**config.mk**
```make
export PLATFORM = sky130hd
export DESIGN_NAME = ipv4_fragment_context_tracker_unit
export DESIGN_NICKNAME = d
export VERILOG_FILES = /design/src/hdl/ift_pkg.sv /design/src/hdl/ift_hdr_check.sv /design/src/hdl/ift_cmp_unit.sv /design/src/hdl/ift_slot_mem.sv /design/src/hdl/ipv4_fragment_context_tracker_unit.sv
export SDC_FILE = /design/constraint.sdc
export NUM_CORES = 2
export LEC_CHECK = 0
export BUFFER_PORTS_ARGS = -buffer_cell sky130_fd_sc_hd__buf_2
export CORE_AREA = 2 2 553 555
export CTS_BUF_LIST = sky130_fd_sc_hd__clkbuf_8
export CTS_CLUSTER_SIZE = 28
export DETAILED_ROUTE_END_ITERATION = 6
export DIE_AREA = 0 0 555 557
export PLACE_DENSITY = 0.7
export SLEW_MARGIN = 10
export SYNTH_ARGS = -nofsm -noshare
export SYNTH_HDL_FRONTEND = slang
export SYNTH_HIERARCHICAL = 1
export SYNTH_SLANG_ARGS = --single-unit
```
**constraint.sdc**
```tcl
create_clock -name clk -period 10.7 [get_ports clk]
set_clock_uncertainty 0.1 [all_clocks]
set_input_delay 1.07 -clock clk [delete_from_list [all_inputs] [get_ports clk]]
set_output_delay 1.07 -clock clk [all_outputs]
set_load 0.1 [all_outputs]
```
**src/hdl/ift_pkg.sv**
```systemverilog
// ift_pkg: types, verdict codes and constants of the IPv4 fragment context tracker.
// No dependencies; used by every module of the block.
package ift_pkg;

  localparam int SLOTS_DEFAULT = 32;

  localparam logic [15:0] TIMEOUT_RESET = 16'd250;
  localparam logic [15:0] MIN_CAPTURE   = 16'd20;
  localparam logic [3:0]  IP_VERSION4   = 4'd4;
  localparam logic [3:0]  MAX_HDR_WORDS = 4'd8;
  localparam logic [7:0]  TCP_PROTO     = 8'd6;
  localparam logic [7:0]  UDP_PROTO     = 8'd17;
  localparam int          OFS_BITS      = 13;  // fragment offset field width
  localparam int          OFS_SHIFT     = 3;   // offset unit is 8 bytes
  localparam int          MF_POS        = 13;  // more-fragments flag

  localparam logic [3:0] VERD_WHOLE     = 4'd0;
  localparam logic [3:0] VERD_STORED    = 4'd1;
  localparam logic [3:0] VERD_REASM     = 4'd2;
  localparam logic [3:0] VERD_BAD_VER   = 4'd3;
  localparam logic [3:0] VERD_HDR_LONG  = 4'd4;
  localparam logic [3:0] VERD_LEN_SHORT = 4'd5;
  localparam logic [3:0] VERD_PROTO     = 4'd6;
  localparam logic [3:0] VERD_TRUNC     = 4'd7;
  localparam logic [3:0] VERD_FULL      = 4'd8;
  localparam logic [3:0] VERD_TICK      = 4'd9;

  localparam logic OP_HEADER = 1'b0;
  localparam logic OP_TICK   = 1'b1;

  typedef struct packed {
    logic        op;
    logic [3:0]  version;
    logic [3:0]  header_words;
    logic [15:0] total_length;
    logic [15:0] ident;
    logic [15:0] frag_field;
    logic [7:0]  protocol;
    logic [31:0] src_ip;
    logic [31:0] dst_ip;
    logic [15:0] captured_length;
    logic [7:0]  elapsed;
  } in_item_t;

  typedef struct packed {
    logic [3:0]  verdict;
    logic        deliver_udp;
    logic [4:0]  slot;
    logic [5:0]  payload_offset;
    logic [15:0] pay_len;
    logic [15:0] frag_byte_offset;
    logic [31:0] expired_mask;
  } out_item_t;

  typedef struct packed {
    logic [31:0] src;
    logic [31:0] dst;
    logic [15:0] ident;
  } key_t;

  // header check summary
  typedef struct packed {
    logic        drop;
    logic [3:0]  drop_code;
    logic        udp;
    logic [5:0]  pofs;
    logic [15:0] psize;
    logic [15:0] fofs;
    logic        is_frag;
    logic        more;
  } chk_t;

  // shared compare unit results
  typedef struct packed {
    logic        key_eq;
    logic        expired;
    logic [15:0] tmr_dec;
  } cmp_t;

endpackage

```
**src/hdl/ift_hdr_check.sv**
```systemverilog
// ift_hdr_check: field checks and length arithmetic on one parsed IPv4 header.
// Depends on ift_pkg.
module ift_hdr_check (
  input  ift_pkg::in_item_t item,
  output ift_pkg::chk_t     chk
);

  logic [5:0] pofs;

  assign pofs = {item.header_words, 2'b00};

  always_comb begin
    chk.drop      = 1'b1;
    chk.drop_code = ift_pkg::VERD_PROTO;
    priority if (item.captured_length <= ift_pkg::MIN_CAPTURE) begin
      chk.drop_code = ift_pkg::VERD_TRUNC;
    end else if (item.version != ift_pkg::IP_VERSION4) begin
      chk.drop_code = ift_pkg::VERD_BAD_VER;
    end else if (item.header_words > ift_pkg::MAX_HDR_WORDS) begin
      chk.drop_code = ift_pkg::VERD_HDR_LONG;
    end else if (item.total_length < 16'(pofs)) begin
      chk.drop_code = ift_pkg::VERD_LEN_SHORT;
    end else if (item.protocol == ift_pkg::TCP_PROTO ||
                 item.protocol == ift_pkg::UDP_PROTO) begin
      chk.drop = 1'b0;
    end else begin
      chk.drop_code = ift_pkg::VERD_PROTO;
    end
    chk.udp     = (item.protocol == ift_pkg::UDP_PROTO);
    chk.pofs    = pofs;
    chk.psize   = item.total_length - 16'(pofs);
    chk.fofs    = 16'({item.frag_field[ift_pkg::OFS_BITS-1:0], ift_pkg::OFS_SHIFT'(0)});
    chk.is_frag = (item.frag_field != 16'd0);
    chk.more    = item.frag_field[ift_pkg::MF_POS];
  end

endmodule

```
**src/hdl/ift_cmp_unit.sv**
```systemverilog
// ift_cmp_unit: shared compare unit used by every scan step (key match, timer aging).
// Depends on ift_pkg.
module ift_cmp_unit (
  input  ift_pkg::key_t  key_a,
  input  ift_pkg::key_t  key_b,
  input  logic [15:0]    tmr,
  input  logic [7:0]     elapsed,
  output ift_pkg::cmp_t  res
);

  logic [16:0] diff;

  assign diff = {1'b0, tmr} - {9'd0, elapsed};

  always_comb begin
    res.key_eq  = (key_a == key_b);
    // timer <= elapsed: borrow out or exact zero
    res.expired = diff[16] | (diff[15:0] == 16'd0);
    res.tmr_dec = diff[15:0];
  end

endmodule

```
**src/hdl/ift_slot_mem.sv**
```systemverilog
// ift_slot_mem: per-slot key and timer memories, one write port each, registered read.
// Depends on ift_pkg.
module ift_slot_mem #(
  parameter int SLOTS = ift_pkg::SLOTS_DEFAULT,
  parameter int IDX_W = 5
) (
  input  logic              clk,
  input  logic              key_we,
  input  logic [IDX_W-1:0]  key_waddr,
  input  ift_pkg::key_t     key_wdata,
  input  logic              tmr_we,
  input  logic [IDX_W-1:0]  tmr_waddr,
  input  logic [15:0]       tmr_wdata,
  input  logic              rd_en,
  input  logic [IDX_W-1:0]  rd_addr,
  output ift_pkg::key_t     key_q,
  output logic [15:0]       tmr_q
);

  ift_pkg::key_t key_mem [SLOTS];
  logic [15:0]   tmr_mem [SLOTS];

  always_ff @(posedge clk) begin
    if (key_we) begin
      key_mem[key_waddr] <= key_wdata;
    end
    if (rd_en) begin
      key_q <= key_mem[rd_addr];
    end
  end

  always_ff @(posedge clk) begin
    if (tmr_we) begin
      tmr_mem[tmr_waddr] <= tmr_wdata;
    end
    if (rd_en) begin
      tmr_q <= tmr_mem[rd_addr];
    end
  end

endmodule

```
**src/hdl/ipv4_fragment_context_tracker_unit.sv**
```systemverilog
// ipv4_fragment_context_tracker_unit: top level, sequencer over the slot table.
// Depends on ift_pkg, ift_hdr_check, ift_cmp_unit, ift_slot_mem.
//
// channel  | ports                      | handshake
// ---------+----------------------------+----------------------------------
// input    | start, busy, in_item       | beat taken when start && !busy
// result   | out_strobe, out_item       | one-cycle strobe, cannot stall
// config   | cfg_we, cfg_wdata          | written when cfg_we is high
//
// Dropped or whole headers: decided in ST_EVAL, strobe registered on the return to ST_IDLE.
// Fragments: a linear key scan, one slot per cycle through the memory read port,
// ending at the first match or at the last slot. Ticks age every slot.
// busy is high from accept until the cycle of the strobe; reset clears the
// live bits at once, so no clearing pass is needed.
module ipv4_fragment_context_tracker_unit #(
  parameter int SLOTS = ift_pkg::SLOTS_DEFAULT
) (
  input  logic               clk,
  input  logic               rst_n,
  input  logic               start,
  output logic               busy,
  input  ift_pkg::in_item_t  in_item,
  output logic               out_strobe,
  output ift_pkg::out_item_t out_item,
  input  logic               cfg_we,
  input  logic [15:0]        cfg_wdata
);

  localparam int IDX_W = (SLOTS > 1) ? $clog2(SLOTS) : 1;
  localparam logic [IDX_W-1:0] LAST = IDX_W'(SLOTS - 1);

  typedef enum logic [3:0] {
    ST_IDLE = 4'b0001,
    ST_EVAL = 4'b0010,
    ST_SRCH = 4'b0100,
    ST_AGE  = 4'b1000
  } state_t;

  state_t              state_r, state_nxt;
  ift_pkg::in_item_t   item_r;
  logic [IDX_W-1:0]    addr_r, addr_nxt;
  logic                iss_done_r, iss_done_nxt;
  logic [IDX_W-1:0]    proc_idx_r, proc_idx_nxt;
  logic                proc_vld_r, proc_vld_nxt;
  logic [IDX_W-1:0]    free_idx_r, free_idx_nxt;
  logic                free_vld_r, free_vld_nxt;
  logic [31:0]         mask_r, mask_nxt;
  logic [SLOTS-1:0]    live_r, live_nxt;
  logic [15:0]         timeout_r;
  logic                out_strobe_r, out_strobe_nxt;
  ift_pkg::out_item_t  out_item_r, out_item_nxt;

  ift_pkg::chk_t       chk;
  ift_pkg::cmp_t       cmp;
  ift_pkg::key_t       item_key;
  ift_pkg::key_t       key_q;
  logic [15:0]         tmr_q;
  logic                rd_en;
  logic                key_we;
  logic                tmr_we;
  logic [IDX_W-1:0]    wr_idx;
  logic [15:0]         tmr_wdata;
  logic                live_here;
  logic [IDX_W-1:0]    hit_idx;

  assign item_key = '{src: item_r.src_ip, dst: item_r.dst_ip, ident: item_r.ident};

  ift_hdr_check u_hdr (
    .item (item_r),
    .chk  (chk)
  );

  ift_cmp_unit u_cmp (
    .key_a   (key_q),
    .key_b   (item_key),
    .tmr     (tmr_q),
    .elapsed (item_r.elapsed),
    .res     (cmp)
  );

  ift_slot_mem #(
    .SLOTS (SLOTS),
    .IDX_W (IDX_W)
  ) u_mem (
    .clk       (clk),
    .key_we    (key_we),
    .key_waddr (wr_idx),
    .key_wdata (item_key),
    .tmr_we    (tmr_we),
    .tmr_waddr (wr_idx),
    .tmr_wdata (tmr_wdata),
    .rd_en     (rd_en),
    .rd_addr   (addr_r),
    .key_q     (key_q),
    .tmr_q     (tmr_q)
  );

  assign busy       = (state_r != ST_IDLE);
  assign out_strobe = out_strobe_r;
  assign out_item   = out_item_r;
  assign rd_en      = (state_r == ST_SRCH || state_r == ST_AGE) && !iss_done_r;
  assign live_here  = live_r[proc_idx_r];

  always_comb begin
    state_nxt      = state_r;
    addr_nxt       = addr_r;
    iss_done_nxt   = iss_done_r;
    proc_idx_nxt   = proc_idx_r;
    proc_vld_nxt   = 1'b0;
    free_idx_nxt   = free_idx_r;
    free_vld_nxt   = free_vld_r;
    mask_nxt       = mask_r;
    live_nxt       = live_r;
    out_strobe_nxt = 1'b0;
    out_item_nxt   = out_item_r;
    key_we         = 1'b0;
    tmr_we         = 1'b0;
    wr_idx         = proc_idx_r;
    tmr_wdata      = cmp.tmr_dec;
    hit_idx        = proc_idx_r;

    // read issue stage of the scan
    if (rd_en) begin
      proc_idx_nxt = addr_r;
      proc_vld_nxt = 1'b1;
      if (addr_r == LAST) begin
        iss_done_nxt = 1'b1;
      end else begin
        addr_nxt = addr_r + IDX_W'(1);
      end
    end

    unique case (state_r)
      ST_IDLE: begin
        if (start) begin
          state_nxt = ST_EVAL;
        end
      end
      ST_EVAL: begin
        addr_nxt     = '0;
        iss_done_nxt = 1'b0;
        free_vld_nxt = 1'b0;
        mask_nxt     = '0;
        out_item_nxt = '0;
        if (item_r.op == ift_pkg::OP_TICK) begin
          state_nxt = ST_AGE;
        end else if (chk.drop) begin
          out_item_nxt.verdict = chk.drop_code;
          out_strobe_nxt       = 1'b1;
          state_nxt            = ST_IDLE;
        end else if (!chk.is_frag) begin
          out_item_nxt.verdict          = ift_pkg::VERD_WHOLE;
          out_item_nxt.deliver_udp      = chk.udp;
          out_item_nxt.payload_offset   = chk.pofs;
          out_item_nxt.pay_len          = chk.psize;
          out_item_nxt.frag_byte_offset = chk.fofs;
          out_strobe_nxt                = 1'b1;
          state_nxt                     = ST_IDLE;
        end else begin
          state_nxt = ST_SRCH;
        end
      end
      ST_SRCH: begin
        if (proc_vld_r) begin
          if (!free_vld_r && !live_here) begin
            free_vld_nxt = 1'b1;
            free_idx_nxt = proc_idx_r;
          end
          if ((live_here && cmp.key_eq) || proc_idx_r == LAST) begin
            out_item_nxt                  = '0;
            out_item_nxt.deliver_udp      = chk.udp;
            out_item_nxt.payload_offset   = chk.pofs;
            out_item_nxt.pay_len          = chk.psize;
            out_item_nxt.frag_byte_offset = chk.fofs;
            out_strobe_nxt                = 1'b1;
            state_nxt                     = ST_IDLE;
            if (live_here && cmp.key_eq) begin
              hit_idx = proc_idx_r;
            end else begin
              // no match anywhere: take the lowest free slot
              hit_idx   = free_vld_r ? free_idx_r : proc_idx_r;
              wr_idx    = hit_idx;
              key_we    = free_vld_r || !live_here;
              tmr_we    = key_we;
              tmr_wdata = timeout_r;
            end
            if (!(live_here && cmp.key_eq) && free_vld_r == 1'b0 && live_here) begin
              out_item_nxt = '0;
              out_item_nxt.verdict = ift_pkg::VERD_FULL;
            end else begin
              out_item_nxt.slot    = 5'(hit_idx);
              out_item_nxt.verdict = chk.more ? ift_pkg::VERD_STORED : ift_pkg::VERD_REASM;
              live_nxt[hit_idx]    = chk.more;
            end
          end
        end
      end
      ST_AGE: begin
        if (proc_vld_r) begin
          if (live_here) begin
            if (cmp.expired) begin
              live_nxt[proc_idx_r] = 1'b0;
              mask_nxt = mask_r | (32'd1 << proc_idx_r);
            end else begin
              tmr_we = 1'b1;
            end
          end
          if (proc_idx_r == LAST) begin
            out_item_nxt              = '0;
            out_item_nxt.verdict      = ift_pkg::VERD_TICK;
            out_item_nxt.expired_mask = mask_nxt;
            out_strobe_nxt            = 1'b1;
            state_nxt                 = ST_IDLE;
          end
        end
      end
      default: begin
        state_nxt = ST_IDLE;
      end
    endcase
  end

  always_ff @(posedge clk) begin
    if (!rst_n) begin
      state_r      <= ST_IDLE;
      addr_r       <= '0;
      iss_done_r   <= 1'b0;
      proc_idx_r   <= '0;
      proc_vld_r   <= 1'b0;
      free_idx_r   <= '0;
      free_vld_r   <= 1'b0;
      mask_r       <= '0;
      live_r       <= '0;
      timeout_r    <= ift_pkg::TIMEOUT_RESET;
      out_strobe_r <= 1'b0;
    end else begin
      state_r      <= state_nxt;
      addr_r       <= addr_nxt;
      iss_done_r   <= iss_done_nxt;
      proc_idx_r   <= proc_idx_nxt;
      proc_vld_r   <= proc_vld_nxt;
      free_idx_r   <= free_idx_nxt;
      free_vld_r   <= free_vld_nxt;
      mask_r       <= mask_nxt;
      live_r       <= live_nxt;
      out_strobe_r <= out_strobe_nxt;
      if (cfg_we) begin
        timeout_r <= cfg_wdata;
      end
    end
  end

  // payload registers
  always_ff @(posedge clk) begin
    if (start && !busy) begin
      item_r <= in_item;
    end
    out_item_r <= out_item_nxt;
  end

endmodule

```
### Word level (Yosys, flattened, before mapping)

Memory sizes are Yosys's and may differ from the RTL's. A register that Yosys moved wholly into a read port is not among the register bits.
Index checks and enable logic that the tools add are counted.

| cells by class | value |
|---|---|
| reduce and logical (&&, ||, !) cells | 32 |
| add/subtract/negate cells | 3 |
| bitwise gates (word level) | 7 |
| shifts and indexed selects | 1 |
| mux-type cells | 89 |
| equality and inequality tests | 20 |
| order comparisons | 7 |

Operator list:

| cell | count |
|---|---|
| $mux W80 | 4 |
| $mux W32 | 9 |
| $pmux W80 S3 | 1 |
| $pmux W32 S2 | 2 |
| $mux W38 | 3 |
| $eq A80 B80 Y1 | 1 |
| $mux W70 | 1 |
| $mux W16 | 4 |
| $mux W5 | 10 |
| $mux W4 | 12 |
| $and A32 B32 Y32 | 1 |
| $bwmux W32 | 1 |
| $mux W1 | 32 |
| $not A32 Y32 | 1 |
| $or A32 B32 Y32 | 1 |
| $shl A1 B5 Y32 const A | 1 |
| $sub A16 B8 Y17 | 1 |
| $le A16 B5 Y1 const B | 1 |
| $logic_not A16 Y1 | 1 |
| $lt A16 B6 Y1 | 1 |
| $pmux W4 S4 | 1 |
| $reduce_bool A16 Y1 | 1 |
| $sub A16 B6 Y16 | 1 |
| $lt A5 B6 Y1 const B | 2 |
| 32 further kinds | 66 |

| word-level totals | value |
|---|---|
| RAM bits | 3072 |
| memories kept | 2 |
| register bits | 336 |
| input port bits | 173 |
| word-level logic and storage cells | 190 |
| output and inout bits | 82 |

Memory list:

| memory | depth | width | rd ports | clocked after memory_dff | wr ports | RTL line | RTL |
|---|---|---|---|---|---|---|---|
| u_mem.key_mem | 32 | 80 | 1 | 1 | 1 | ift_slot_mem.sv:20 | `ift_pkg::key_t key_mem [SLOTS];` |
| u_mem.tmr_mem | 32 | 16 | 1 | 1 | 1 | ift_slot_mem.sv:21 | `logic [15:0] tmr_mem [SLOTS];` |

### Logic depth before layout (Yosys ltp)

| logic depth | value |
|---|---|
| depth in word-level cells | 16 |
| mapped depth | 17 |
| depth with buffers taken out | 16 |

### Hierarchy

Netlist, hierarchy kept.

Modules (own cells, without submodules):

| module | area each (sq um) | instances | sequential area each (sq um) | cells each |
|---|---|---|---|---|
| ift_slot_mem | 119757.4 | 1 | 95131.2 | 5647 |
| ipv4_fragment_context_tracker_unit | 13681.9 | 1 | 9058.7 | 1128 |
| ift_cmp_unit | 1555.2 | 1 | 0.0 | 198 |
| ift_hdr_check | 728.2 | 1 | 0.0 | 99 |

### Worst setup path before layout

No wires, ideal clock.

| path | value |
|---|---|
| kind | register -> register |
| from | register proc_idx_r[1] |
| to | memory u_mem/key_mem[12][0] in the netlist's numbering, enable pin |
| setup time | 0.519 ns |
| stages on the path, launching flop included | 12 |
| data required time | 10.081 ns |
| path buffers | 2 |
| path slack | 3.271 ns |
| data arrival time | 6.810 ns |
| cells stage by stage | dfxtp_1 buf_2 mux2_4 a221o_1 a222oi_1 a31oi_2 nor3_4 nand2_1 mux2_2 or3b_2 clkbuf_1 nor2_1 |

| on the way | value |
|---|---|
| elaborated cells on any way between the ends | 18 |
| those cells by class | eq/ne (1); mux (13); reduce/logical (4) |

RTL lines:

| element | RTL line | RTL |
|---|---|---|
| from (decl) | ipv4_fragment_context_tracker_unit.sv:43 | `logic [IDX_W-1:0] proc_idx_r, proc_idx_nxt;` |
| from (signal assigned) | ipv4_fragment_context_tracker_unit.sv:240 | `proc_idx_r <= proc_idx_nxt;` |
| $bmux W1 S5 | ipv4_fragment_context_tracker_unit.sv:102 | `assign live_here = live_r[proc_idx_r];` |
| $mux W1 (implied by the code) | ipv4_fragment_context_tracker_unit.sv:102 |  |
| $logic_and A1 B1 Y1 | ipv4_fragment_context_tracker_unit.sv:169, ipv4_fragment_context_tracker_unit.sv:177 |  |
| $mux W5 or $logic_or A1 B1 Y1 (tied branches) | ipv4_fragment_context_tracker_unit.sv:177, ipv4_fragment_context_tracker_unit.sv:169 |  |
| $mux W5 | ipv4_fragment_context_tracker_unit.sv:169 | `if ((live_here && cmp.key_eq) \|\| proc_idx_r == LAST) begin` |
| $mux W5 | ipv4_fragment_context_tracker_unit.sv:164 | `if (proc_vld_r) begin` |
| $mux W5 * | ipv4_fragment_context_tracker_unit.sv:133 | `unique case (state_r)` |
| via wr_idx[1] | ipv4_fragment_context_tracker_unit.sv:61 | `logic [IDX_W-1:0] wr_idx;` |
| to (decl) | ift_slot_mem.sv:20 |  |

The timed path passes the listed nets; every way through them passes the cells marked *. The select of a mux whose other input is x is not followed.

==> flow_metrics.py <==
metrics = {
    "floorplanning": {
        "start_util_pct": 44.6,
        "die_y_um": 557,
        "dieArea_um2": 309000,
        "die_w_um": 555,
        "io_pins": 255,
        "coreArea_um2": 304000,
        "rows": 203,
    },
    "cts": {
        "cts-root-buf": "clkbuf_8",
        "htreeDepth": 6,
        "clkLatencyLatePin_ns": 1.20,
        "cts.repair.resized": 0,
        "cts_buffer_depth": 4,
        "cts_num_sinks": 3504,
        "numCtsBuffers": 555,
        "path_clk_slew_ns": 0.06,
        "cts_tree": "built",
    },
    "cells_and_area": {
        "num-nets-final": 8005,
        "final_core_util_pct": 50.5,
        "area_delta_synth_final_pct": 13.1,
        "stdcell_area_um2": 154000,
        "layout-drive-gt1-share_pct": 20.2,
    },
    "logic_synthesis": {
        "yosys.cell_types.count": 97,
        "ys_top_cells_by_count": "edfxtp_1 (3401), mux2i_1 (807), a22oi_1 (515)",
        "async_flop_share_pct": 0,
        "syn_area_um2": 136000,
        "avgSynthCellArea_um2": 19.2,
        "ys.flop_type": "edfxtp_1",
        "yosysWarnings": 6,
        "synth_seq_cells": 3504,
        "synth_top_area_share_pct": 75.2,
        "yosysSeqAreaShare_pct": 76.8,
        "yosys-top-cells-area": "edfxtp_1 (75%), mux4_2 (6.4%), mux2i_1 (6.0%)",
        "postSynthCellCount": 7072,
        "synth_edf_count": 3401,
        "synth.most_common_cell": "edfxtp_1",
        "yosysTopAreaCell": "edfxtp_1",
    },
    "place": {
        "place_area_um2": 142000,
        "place_hpwl_um": 197000,
        "port_buffers": 254,
        "place_congestion": 0.838,
        "pre_cts_ws_ns": 2.67,
    },
    "timing": {
        "slew_viol_final": 0,
        "finalSetupViolations": 0,
        "rsz0062_at_grt": "false",
        "fmax_mhz": 117,
        "fin_crit_sh_pct": 80.0,
        "hold_viol": 0,
        "final.min_clock_period_ns": 8.56,
        "final.setup.worst_slack_ns": 2.14,
        "slew_headroom_pct": 8.69,
        "worstMarginPinSlew_ns": 1.37,
        "fin_setup_tns_ns": 0,
    },
    "setup_path": {
        "crit_chain": "xnor2_1 > nand4_1 > nor4_1 > nand3_1 > nor3_1 > buf_4 > inv_1 > a31oi_2 > nor3_4 > nand2_1 > mux2_2 > nand3b_1 > nor2_4 > buf_12",
        "max_stage_delay_ns": 1.27,
        "worstPathArrival_ns": 9.23,
        "critical_path_buf_inv_count": 3,
        "crit_required_ns": 11.37,
        "critPathKind": "reg2reg",
        "cpMaxStageDelayCell": "nor2_4",
        "cp_top_family": "simple AND/OR/NAND/NOR gates",
        "end_kind": "flip-flop",
        "critPathLaunchType": "flip-flop",
        "cp_max_fo": 46,
    },
    "power_and_ir_drop": {
        "p_leak_uw": 0.0471,
        "powerDensity_nw_per_um2": 171,
        "power_uw": 26200,
        "vdd_drop_max_mv": 0.143,
    },
    "grt": {
        "grt_pass1_wl_um": 517000,
        "grt_pass1_vias": 73200,
        "track_usage_pct": 23.0,
        "overflow": 0,
        "antenna_found_initial": 22,
        "grt_max_degree": 124,
    },
    "drt": {
        "remaining_drc_errors": 0,
        "vias_per_cell": 6.09,
        "wl_per_cell_um": 29.9,
        "drtPass1Iterations": 6,
        "vias": 74300,
        "postRouteAntennaNets": 0,
        "wl_um": 365000,
        "drt_iter0_markers": 9965,
    },
    "status": {
        "status": "finished clean",
    },
    "flow_run": {
        "max-cap-violations": 0,
    },
    "hold_path": {
        "hold_path.class": "in2reg",
    },
}
-- metrics by stage --
stage	hold WS [ns]	std cells
finish	0.0909	12200
global route	0.0485	12200
CTS	0.000580	12200
detailed placement	0.356	11100
global placement	0.349	11100
floorplan	0.335	7077
-- final timing paths --
kind | depth (start not counted) | endpoint | start | slack, ns
max | 14 | u_mem/key_mem[2][51] | item_key[71] | 2.14
min reg2reg | 2 | live_r[19] | live_r[19] | 0.36
max reg2reg | 14 | u_mem/key_mem[2][51] | item_key[71] | 2.14
min | 1 | item_key[18] | in_item[26] | 0.09
-- kinds of logic after synthesis --
| family | after synthesis | synth area share [%] |
|---|---|---|
| AOI/OAI and AO/OA | 919 | 4.90 |
| xor gates and xnor gates | 103 | 0.665 |
| adders and majority gates | 16 | 0.159 |
| buffers and inverters | 451 | 1.69 |
| DFF | 3504 | 76.8 |
| muxes | 1221 | 12.6 |
| other | 1 | 0.00276 |
| and+or+nand+nor | 857 | 3.24 |
-- report_power, final --
group	leakage [µW]	internal (µW)	total [µW]	switching [µW]
clock network	0.00565	5150	10400	5230
registers	0.0315	15200	15300	115
logic	0.00993	129	507	378
-- flip-flops by register name, summed over array words and instances (netlist names), 16 cells and up --
name,cells
timeout_r,16
u_mem/key_mem,2560
u_mem/tmr_mem,512
mask_r,32
item_key,80
u_mem/key_q,80
live_r,32
u_mem/tmr_q,16
item_r,73
out_item,80
-- cell type report --
type,count,area (µm²)
inverter,25,93.8
clock inverter,380,2170
timing repair buffer,608,4640
multi-input combinational,3122,29700
tap,3997,5000
sequential,3504,104000
fill,23800,150000
antenna,7,17.5
clock buffer,560,7710
-- cells in the final DEF (no fill, tap or decap), types with 43 or more instances in the layout --
cell type,n
a31oi_1,64
o21ai_0,43
xnor2_1,52
nor2_1,157
nand4_1,67
nand3_1,249
clkbuf_8,560
nand2_1,99
mux4_2,384
a22oi_1,515
mux2i_1,807
dfxtp_1,98
inv_1,204
dlygate4sd3_1,138
edfxtp_1,3401
a21oi_1,124
buf_4,187
clkinv_1,112
xor2_1,51
a22o_1,52
buf_2,254
and2_1,59
-- what timing repair did --
item | 4_1_cts | 5_1_grt
setup buffers | 0 | 0
hold buffers | 138 | 0
endpoints found under the hold margin | 138 | 0
-- routing by layer --
layer / track usage (%) / share of wire [%] / vias to the layer above
met2: 37.3 / 48 / 4588
met5: 0 / 0.012 / -
li1: - / - / 30500
met4: 7.59 / 3.1 / 6
met3: 4.50 / 10 / 676
met1: 31.4 / 39 / 38600
(Power assumes the default switching activity.)
